<file path="config.mk">
export PLATFORM = sky130hd
export DESIGN_NAME = csr_mse_queue
export DESIGN_NICKNAME = d
export VERILOG_FILES = /design/src/hw/rtl/csr_mse_pkg.sv /design/src/hw/rtl/csr_mse_queue.sv
export SDC_FILE = /design/constraint.sdc
export NUM_CORES = 1
export LEC_CHECK = 0
export ABC_AREA = 1
export BUFFER_PORTS_ARGS = -buffer_cell sky130_fd_sc_hd__buf_2
export CELL_PAD_IN_SITES_DETAIL_PLACEMENT = 2
export CELL_PAD_IN_SITES_GLOBAL_PLACEMENT = 2
export CORE_UTILIZATION = 36
export CTS_CLUSTER_DIAMETER = 120
export CTS_CLUSTER_SIZE = 14
export DETAILED_ROUTE_END_ITERATION = 10
export PLACE_DENSITY_LB_ADDON = 0.1
export SYNTH_ARGS = -nofsm -noshare
export SYNTH_HDL_FRONTEND = slang
export SYNTH_SLANG_ARGS = --single-unit
</file>
<file path="constraint.sdc">
create_clock -name clk -period 2.9 [get_ports clk]
set_clock_uncertainty 0.2 [all_clocks]
set_input_delay 0.145 -clock clk [delete_from_list [all_inputs] [get_ports clk]]
set_output_delay 0.145 -clock clk [all_outputs]
set_load 0.005 [all_outputs]
</file>
<file path="src/hw/rtl/csr_mse_pkg.sv">
// Shared types and constants for the masked CSR submatrix extract unit.
// Depends on nothing; every other file of the block but csr_mse_ram imports it.
package csr_mse_pkg;

  // Index space of the keep map and the renumber table.
  localparam int MAX_DIM = 1024;
  localparam int IDX_W   = 10;   // bits of one index into the tables
  localparam int CNT_W   = 11;   // index counters that can also hold MAX_DIM

  // Kept-entry counter; it stops at the largest row pointer that fits.
  localparam int ENTRY_W = 16;
  localparam logic [ENTRY_W-1:0] ENTRY_LIMIT = 16'hFFFF;

  localparam int VALUE_W = 64;

  // Result queue between the table stage and the output stage.
  localparam int Q_DEPTH = 4;
  localparam int Q_PTR_W = 2;
  localparam int Q_CNT_W = 3;

  // Stream widths.
  localparam int IN_DATA_W  = 80;
  localparam int OUT_DATA_W = 96;

  // Input commands.
  typedef logic [1:0] cmd_t;
  localparam cmd_t CMD_LOAD    = 2'd0;
  localparam cmd_t CMD_ENTRY   = 2'd1;
  localparam cmd_t CMD_ROW_END = 2'd2;

  // Result kinds.
  localparam logic KIND_ENTRY = 1'b0;
  localparam logic KIND_PTR   = 1'b1;

  // One resolved result as it travels through the queue.
  typedef struct packed {
    logic               is_ptr;
    logic [IDX_W-1:0]   new_col;
    logic [VALUE_W-1:0] value;
  } op_t;

endpackage

</file>
<file path="src/hw/rtl/csr_mse_queue.sv">
// Short result queue between the front part and the output stage.
// Depends on csr_mse_pkg.
module csr_mse_queue
  import csr_mse_pkg::*;
(
  input  logic               clk,
  input  logic               rst,
  input  logic               push,
  input  op_t                push_op,
  input  logic               pop,
  output op_t                head,
  output logic [Q_CNT_W-1:0] count
);

  op_t                entries [Q_DEPTH];
  logic [Q_PTR_W-1:0] wr_ptr;
  logic [Q_PTR_W-1:0] rd_ptr;

  assign head = entries[rd_ptr];

  always_ff @(posedge clk) begin
    if (rst) begin
      wr_ptr <= '0;
      rd_ptr <= '0;
      count  <= '0;
    end else begin
      if (push) begin
        wr_ptr <= wr_ptr + 1'b1;
      end
      if (pop) begin
        rd_ptr <= rd_ptr + 1'b1;
      end
      count <= count + Q_CNT_W'(push) - Q_CNT_W'(pop);
    end
  end

  always_ff @(posedge clk) begin
    if (push) begin
      entries[wr_ptr] <= push_op;
    end
  end

`ifndef SYNTH
  a_no_overflow: assert property (@(posedge clk) disable iff (rst)
    push |-> (count < Q_CNT_W'(Q_DEPTH)) || pop)
    else $error("push into a full result queue");
  a_no_underflow: assert property (@(posedge clk) disable iff (rst)
    pop |-> count != '0)
    else $error("pop from an empty result queue");
  a_count_step: assert property (@(posedge clk) disable iff (rst)
    (push && !pop) |=> count == $past(count) + 1'b1)
    else $error("queue count did not follow a lone push");
`endif

endmodule

</file>
==> run summary <==
Status = finished clean
Multi-input gate area = 2170 sq um
Antenna viol nets, final = 0
Sequential cell area fraction in the yosys report = 77.9%
Pre-antenna DRT Iters = 4
Internal = 7180 uW
Antenna violations before repair = 0
Crit path launch type = flop
Period utilization = 88.2%
Cell variety after synth = 21
CORE AREA = 31,900 sq um
Global-route wire length before repair = 45,300 um
H-tree Lvls = 1
CP Capture Type = output pin
Clock Sinks = 309
Comb pwr share = 10.7%
Post-CTS sizing = 0
CTS clock-pin slew for the worst setup and hold paths = 0.06 ns
DP HPWL = 16,800 um
Placer congestion estimate = 0.670
Synth Net Count = 944
Clock root buffer = clkbuf_16
Initial Util = 37.0%
Die W = 183 um
Worst EP required = 2.56 ns
Postcts setup bufs = 0
Fin. Hold Viols = 0
DR DRC count = 0
Die Area = 33,500 sq um
Hold/Removal Path Class = in2reg
I/O pin count = 157
RSZ-0062 raised after global routing = no
N_diodes = 0
Post-layout instance area = 14,500 sq um
IO Port Bufs = 156
Detailed-route via count = 7,445
Post-Syn Area per Cell = 13.8 sq um
Reg power frac = 55.3%
FILL cells = 3,168
Synth top area cells = edfxtp_1, o21ai_1, nor2_1, buf_6, o21ai_0
Worst Path Buf+Inv = 2
Synth warn = 0
Global Route Usage Sum = 17.5%
Nets = 1,170
Register bit total from synthesis = 309
Relative slew slack = 55.4%
CTS tree = built
WL final = 28,900 um
Post-synth top area cell = edfxtp_1
Setup TNS = 0 ns
Worst-Margin Slew = 0.669 ns
Layout area overhead = 23.1%
Max cap viols = 0
Pins Over Slew Limit = 0
Die height = 183 um
Critical Path Slowest Stage Cell = buf_12
Top cell by count, worst path = nor2_1
Sw Share = 23.0%
Layout cell share with drive strength beyond 1 = 18.7%
Clock share of power = 34.1%
Clock Latency Late Sink = 0.53 ns
Drt first-iter violations = 363
Vias in the first global route = 8,320
Crit path kind = reg2out
Largest net degree at the start of global routing = 139
Final Setup Violations = 0
P_sw = 2140 uW
Mapped cell area = 11,800 sq um
Crit-path cells = buf_12 > nor2_1 > nor2_1 > o21ai_0 > o21ai_1 > buf_2
CP max FO = 138
WP data arrival = 2.21 ns
Row count = 65
Remaining Overflow, GRT = 0
Max incr delay on CP = 0.52 ns
Num CTS Buffers = 26
Yosys top cell area share = 76.3%
Maximum VDD drop = 0.000521 V
Lkg Pwr = 0.00515 uW
Post-Syn Instances = 858
Max clock buf depth = 3
Placed cell areas = 13,000 sq um
Routed len/inst = 18.9 um
Pwr Density = 641 nW/um^2
Max Fclk = 391 MHz
Register area = 9190 sq um
CP top delay family = buffers and inverters
Final min period = 2.56 ns
Via density = 4.87
-- power by group through the flow --
stage                     sequential (uW)  clock [uW]  combinational [uW]
after floorplan                      5240           0                 505
after global placement               5240           0                 900
after detailed placement             5250           0                 935
after CTS                            5150        3310                1030
after global routing                 5160        3450                1110
final                                5150        3180                 993
-- cells by family after synthesis --
logic type                 share of synthesized area, %
AOI/OAI and AO/OA                                  9.73
DFF                                                77.9
buffers and inverters                              3.76
and+or+nand+nor                                    7.83
adders and majority gates                         0.806
-- final timing paths --
kind         cells past startpoint  slack [ns]  startpoint        endpoint
max reg2reg                      5        0.84   wr_ptr[0]  entries[0][27]
min reg2reg                      2        0.32   rd_ptr[1]            flop
max                              6        0.34        flop         head[8]
min                              2        0.15  push_op[7]   entries[3][7]
-- flip-flops by register name, indices dropped and copies added, names as in the netlist, named ones only --
register / flops
count: 3
entries: 300
rd_ptr: 2
wr_ptr: 2
-- Yosys cell counts --
| cell | number |
|---|---|
| dfxtp_1 | 9 |
| ha_1 | 6 |
| nand2_1 | 12 |
| nand3_1 | 1 |
| inv_2 | 1 |
| a21oi_1 | 3 |
| inv_4 | 1 |
| nor3b_1 | 1 |
| o21ai_1 | 186 |
| nor2_1 | 228 |
| a211oi_1 | 1 |
| clkbuf_1 | 6 |
| nor3_1 | 2 |
| buf_6 | 18 |
| edfxtp_1 | 300 |
| buf_2 | 23 |
| buf_8 | 1 |
| fa_1 | 1 |
| inv_1 | 17 |
| o21ai_0 | 39 |
| buf_4 | 2 |
-- what timing repair did --
action | CTS | global route
endpoints found under the setup margin | 0 | 0
endpoints found under the hold margin | 309 | 0
hold buffers | 79 | 0
-- cell type report --
cell class                 count  share of cell area (%)
clock buffer                  36                    4.88
clock inverter                 1                   0.112
inverter                      19                   0.560
multi-input combinational    480                    14.9
sequential                   309                    63.3
tap                          435                    3.75
timing repair buffer         248                    12.5
-- per-stage QoR --
step / power [uW] / utilization (%) / std cells / setup WS, ns / hold slack, ns
final: 9320 / 45.6 / 1528 / 0.342 / 0.153
after global routing: 9730 / 45.6 / 1528 / 0.149 / 0.146
after CTS: 9490 / 45.6 / 1528 / 0.213 / 0.124
after detailed placement: 6190 / 40.8 / 1412 / 0.780 / 0.164
after global placement: 6140 / 40.8 / 1412 / 0.886 / 0.160
after floorplan: 5750 / - / 858 / 0.231 / 0.0439
-- layer usage --
metal,track usage (%),routed length (um),vias to the layer above
li1,-,-,3524
met1,21.0,12100,3762
met2,32.9,15300,130
met3,2.70,1030,29
met4,3.63,512,0
met5,0,0,-
-- placed cells by master (no fill, tap or decap), types with 2 or more instances in the layout --
cell / Yosys / routed
clkbuf_1: 6 / 9
dfxtp_1: 9 / 8
o21ai_1: 186 / 186
a21oi_1: 3 / 3
dlygate4sd3_1: 0 / 79
buf_2: 23 / 156
nand2_1: 12 / 12
buf_12: 0 / 12
nor3_1: 2 / 2
clkinv_2: 0 / 4
o21ai_0: 39 / 39
inv_1: 17 / 13
nor2_1: 228 / 228
clkbuf_16: 0 / 27
edfxtp_1: 300 / 300
inv_4: 1 / 2
ha_1: 6 / 6
(Power assumes the default switching activity.)
