**config.mk**
```make
export PLATFORM = sky130hd
export DESIGN_NAME = csr_mse_back
export DESIGN_NICKNAME = d
export VERILOG_FILES = /design/src/hw/rtl/csr_mse_pkg.sv /design/src/hw/rtl/csr_mse_back.sv
export SDC_FILE = /design/constraint.sdc
export NUM_CORES = 1
export LEC_CHECK = 0
export ABC_AREA = 1
export BUFFER_PORTS_ARGS = -buffer_cell sky130_fd_sc_hd__buf_2
export CAP_MARGIN = 20
export CORE_MARGIN = 2
export CORE_UTILIZATION = 45
export CTS_BUF_LIST = sky130_fd_sc_hd__clkbuf_4 sky130_fd_sc_hd__clkbuf_8 sky130_fd_sc_hd__clkbuf_16
export DETAILED_ROUTE_END_ITERATION = 12
export PLACE_DENSITY = 0.76
export SETUP_SLACK_MARGIN = 0.2
export SLEW_MARGIN = 20
export SYNTH_ARGS = -nofsm -noshare
export SYNTH_HDL_FRONTEND = slang
export SYNTH_SLANG_ARGS = --single-unit
```
**constraint.sdc**
```tcl
create_clock -name clk -period 6.8 [get_ports clk]
set_input_delay 0.68 -clock clk [delete_from_list [all_inputs] [get_ports clk]]
set_output_delay 0.68 -clock clk [all_outputs]
set_load 0.05 [all_outputs]
```
**src/hw/rtl/csr_mse_pkg.sv**
```systemverilog
// Shared types and constants for the masked CSR submatrix extract unit.
// Depends on nothing; every other file of the block but csr_mse_ram imports it.
package csr_mse_pkg;

  // Index space of the keep map and the renumber table.
  localparam int MAX_DIM = 1024;
  localparam int IDX_W   = 10;   // bits of one index into the tables
  localparam int CNT_W   = 11;   // index counters that can also hold MAX_DIM

  // Kept-entry counter; it stops at the largest row pointer that fits.
  localparam int ENTRY_W = 16;
  localparam logic [ENTRY_W-1:0] ENTRY_LIMIT = 16'hFFFF;

  localparam int VALUE_W = 64;

  // Result queue between the table stage and the output stage.
  localparam int Q_DEPTH = 4;
  localparam int Q_PTR_W = 2;
  localparam int Q_CNT_W = 3;

  // Stream widths.
  localparam int IN_DATA_W  = 80;
  localparam int OUT_DATA_W = 96;

  // Input commands.
  typedef logic [1:0] cmd_t;
  localparam cmd_t CMD_LOAD    = 2'd0;
  localparam cmd_t CMD_ENTRY   = 2'd1;
  localparam cmd_t CMD_ROW_END = 2'd2;

  // Result kinds.
  localparam logic KIND_ENTRY = 1'b0;
  localparam logic KIND_PTR   = 1'b1;

  // One resolved result as it travels through the queue.
  typedef struct packed {
    logic               is_ptr;
    logic [IDX_W-1:0]   new_col;
    logic [VALUE_W-1:0] value;
  } op_t;

endpackage

```
**src/hw/rtl/csr_mse_back.sv**
```systemverilog
// Back part: drains the result queue, keeps the kept-entry counter and
// holds the output register of the master stream.
// Depends on csr_mse_pkg.
module csr_mse_back
  import csr_mse_pkg::*;
(
  input  logic               clk,
  input  logic               rst,
  input  logic [Q_CNT_W-1:0] q_count,
  input  op_t                head,
  output logic               pop,
  output logic               out_valid,
  input  logic               out_ready,
  output logic               kind,
  output logic [IDX_W-1:0]   new_col,
  output logic [VALUE_W-1:0] out_value_bits,
  output logic [ENTRY_W-1:0] row_pointer
);

  logic [ENTRY_W-1:0] entry_count;

  assign pop = (q_count != '0) && (!out_valid || out_ready);

  always_ff @(posedge clk) begin
    if (rst) begin
      out_valid   <= 1'b0;
      entry_count <= '0;
    end else begin
      if (pop) begin
        out_valid <= 1'b1;
        if (!head.is_ptr && (entry_count < ENTRY_LIMIT)) begin
          entry_count <= entry_count + 1'b1;
        end
      end else if (out_ready) begin
        out_valid <= 1'b0;
      end
    end
  end

  // Pointer beats report the count of entries popped before them.
  always_ff @(posedge clk) begin
    if (pop) begin
      kind           <= head.is_ptr ? KIND_PTR : KIND_ENTRY;
      new_col        <= head.new_col;
      out_value_bits <= head.value;
      row_pointer    <= head.is_ptr ? entry_count : '0;
    end
  end

`ifndef SYNTH
  a_count_bound: assert property (@(posedge clk) disable iff (rst)
    entry_count <= ENTRY_LIMIT)
    else $error("kept-entry counter beyond its limit");
  a_count_moves: assert property (@(posedge clk) disable iff (rst)
    (pop && head.is_ptr) |=> $stable(entry_count))
    else $error("kept-entry counter moved on a row pointer");
  a_pop_needs_slot: assert property (@(posedge clk) disable iff (rst)
    (out_valid && !out_ready) |-> !pop)
    else $error("output register overwritten while stalled");
`endif

endmodule

```
==> results.ini <==
[sta]
fmax_mhz=496
finalSetupTns_ns=0
rsz0062_at_grt=no
drv_slew=0
fin_crit_ns=2.01
hold_violations=0
worst_slew_pin_slew_ns=0.799
finClkSkew_ns=0.00983
slew_headroom_pct=46.8
setup_viol=0
timing.final.crit_share_pct=29.6

[routing]
drc=0
wl_per_cell_um=15.1
ant_nets=0
wl_um=8940
vias_per_cell=4.61
drt_iter0_markers=120
drtPass1Iterations=4
via_count=2737

[final_layout]
seqCellArea_um2=3070
drive_above_1_share_pct=42.2
final_cells=594
diodes=0
area_growth_pct=30.1
multi_input_area_um2=678
n_fill_cell=725
nNetsFinal=563

[synth]
syn-instance-count=300
synth-seq-cells=108
yosys_warnings=0
ys_seq_area_share_pct=78.3
syn_nets=382
synth.distinct_cells=24
avgSynthCellArea_um2=13.1
syn_area_um2=3930

[place]
dp_hpwl_um=6730
io_buffers=173
gp_congestion=0.920
dpl.cell_count=578

[floorplan]
die_area_um2=9490
rows=34
io_pins=174
die_y_um=97.4
core_area_um2=8590
die_x_um=97.4
initial_core_util_pct=45.7

[critical_path]
critPathCaptureType=primary output
critPathLaunchType=input port
crit_arrival_ns=1.33
crit_chain=buf_2 -> nor2_1 -> nand2_1 -> nand2_1 -> clkinv_2 -> buf_2
crit_fanout=2
cpPeakStageDelay_ns=0.22
critPathKind=in2out
path_buf_inv=3
crit_required_ns=6.12
path_delay_family=buffers and inverters
cpMaxStageDelayCell=buf_2

[pwr]
power_density_nw_per_um2=279
ir_worst_vdd_uv=107
p_leak_nw=2.36

[clock_network]
clk_pin_slew_worst_paths_ns=0.11
cts_resized=0
cts_num_sinks=108
h-tree-depth=3
cts_hold_buf=0
clock_latency_ns=0.37
clockBufferDepth=2
cts_tree=yes
post-cts-setup-buffer-count=0
clockRootBuffer=clkbuf_8
cts_buffers=9

[flow_run]
cap_violations=0

[global_routing]
grt_use_total_pct=18.8
grt_max_degree=92
antenna_found_initial=0
grt_pass1_wl_um=13600
grt_overflow=0
grt_pass1_vias=2636

[min_path]
hold_path.class=in2reg

[run_status]
status=complete, no violations

registers in the layout, indices dropped and copies added, names as in the netlist:
signal / count
kind: 1
row_pointer: 16
out_valid: 1
out_value_bits: 64
new_col: 10
entry_count: 16
logic make-up (layout without fill, tap and decap cells):
| group | count (synthesis) | after routing | share of synthesized area (%) |
|---|---|---|---|
| AOI/OAI and AO/OA | 6 | 6 | 0.765 |
| xor gates and xnor gates | 3 | 3 | 0.670 |
| adders and majority gates | 1 | 1 | 0.319 |
| buffers and inverters | 44 | 230 | 4.43 |
| DFF | 108 | 108 | 78.3 |
| and+or+nand+nor | 138 | 138 | 15.5 |
placed cells by master, fill, tap and decap left out, drive strengths merged:
cell type / count
clkbuf: 9
buf: 174
ha: 1
nor3: 1
nand3b: 3
nand3: 14
inv: 41
a21oi: 5
nor2: 49
edfxtp: 91
clkinv: 6
xor2: 3
nand4: 1
o21ai: 1
dfxtp: 17
nand2: 70
metal layers:
layer / routed length [um] / share of wire (%) / global-route usage (%)
met1: 3370 / 38 / 21.3
met2: 4790 / 54 / 34.0
met3: 611 / 6.8 / 4.60
met4: 176 / 2.0 / 7.69
met5: 0 / 0 / 0
power by group:
group	switching (W)	total (W)	internal (W)
sequential	0.0000147	0.000788	0.000773
clock	0.000225	0.000367	0.000142
combinational	0.000215	0.000268	0.0000528
total	0.000455	0.00142	0.000968
synthesized netlist by cell type:
library cell  number  area [um^2]
edfxtp_1          91         2730
nand2_1           65          244
nor2_1            46          173
inv_1             37          139
dfxtp_1           17          340
nand3_1           11         55.1
a21oi_1            5         25.0
nand2_2            4         25.0
nand3_2            3         30.0
xor2_1             3         26.3
clkbuf_1           2         7.51
inv_2              2         7.51
nand3b_1           2         15.0
nor2_4             2         22.5
buf_2              1         5.00
buf_6              1         11.3
clkinv_1           1         3.75
ha_1               1         12.5
nand2_4            1         11.3
nand3b_2           1         11.3
nand4_1            1         6.26
nor2_2             1         6.26
nor3_2             1         10.0
o21ai_0            1         5.00
worst register-to-register path: stages, from the launching register on:
cell,delay (ns)
dfxtp_1,0.41
ha_1,0.19
inv_1,0.06
nor2_2,0.17
nand2_2,0.11
nor2_4,0.13
nand2_4,0.15
nand2_2,0.18
nand2_1,0.07
nand2_1,0.07
nor2_1,0.07
through the flow:
| step | instance area (um^2) | utilization [%] | power, W | hold WS [ns] | setup slack (ns) |
|---|---|---|---|---|---|
| floorplan | 3930 | - | 0.000999 | 0.495 | 3.19 |
| global placement | 4910 | 57.1 | 0.00107 | 0.517 | 4.53 |
| detailed placement | 4910 | 57.1 | 0.00107 | 0.531 | 4.51 |
| CTS | 5100 | 59.4 | 0.00144 | 0.457 | 4.78 |
| global route | 5100 | 59.4 | 0.00147 | 0.451 | 4.71 |
| finish | 5100 | 59.4 | 0.00142 | 0.473 | 4.79 |
layout make-up:
class | instances | area share (%)
Sequential cell | 108 | 60.2
Timing Repair Buffer | 174 | 17.2
Multi-Input combinational cell | 148 | 13.3
Inverter | 40 | 2.97
Tap cell | 108 | 2.65
Clock buffer | 9 | 2.43
Clock inverter | 7 | 1.30
worst paths after layout:
| kind | depth (start not counted) | slack [ns] | from | end |
|---|---|---|---|---|
| worst max-delay path | 6 | 4.79 | q_count[1] | pop |
| worst min-delay path | 1 | 0.47 | head[62] | out_value_bits[62] |
| worst max register to register | 10 | 5.10 | entry_count[0] | entry_count[11] |
| worst min register to register | 2 | 0.54 | entry_count[0] | entry_count[0] |
Power figures use the tool's default switching activity.
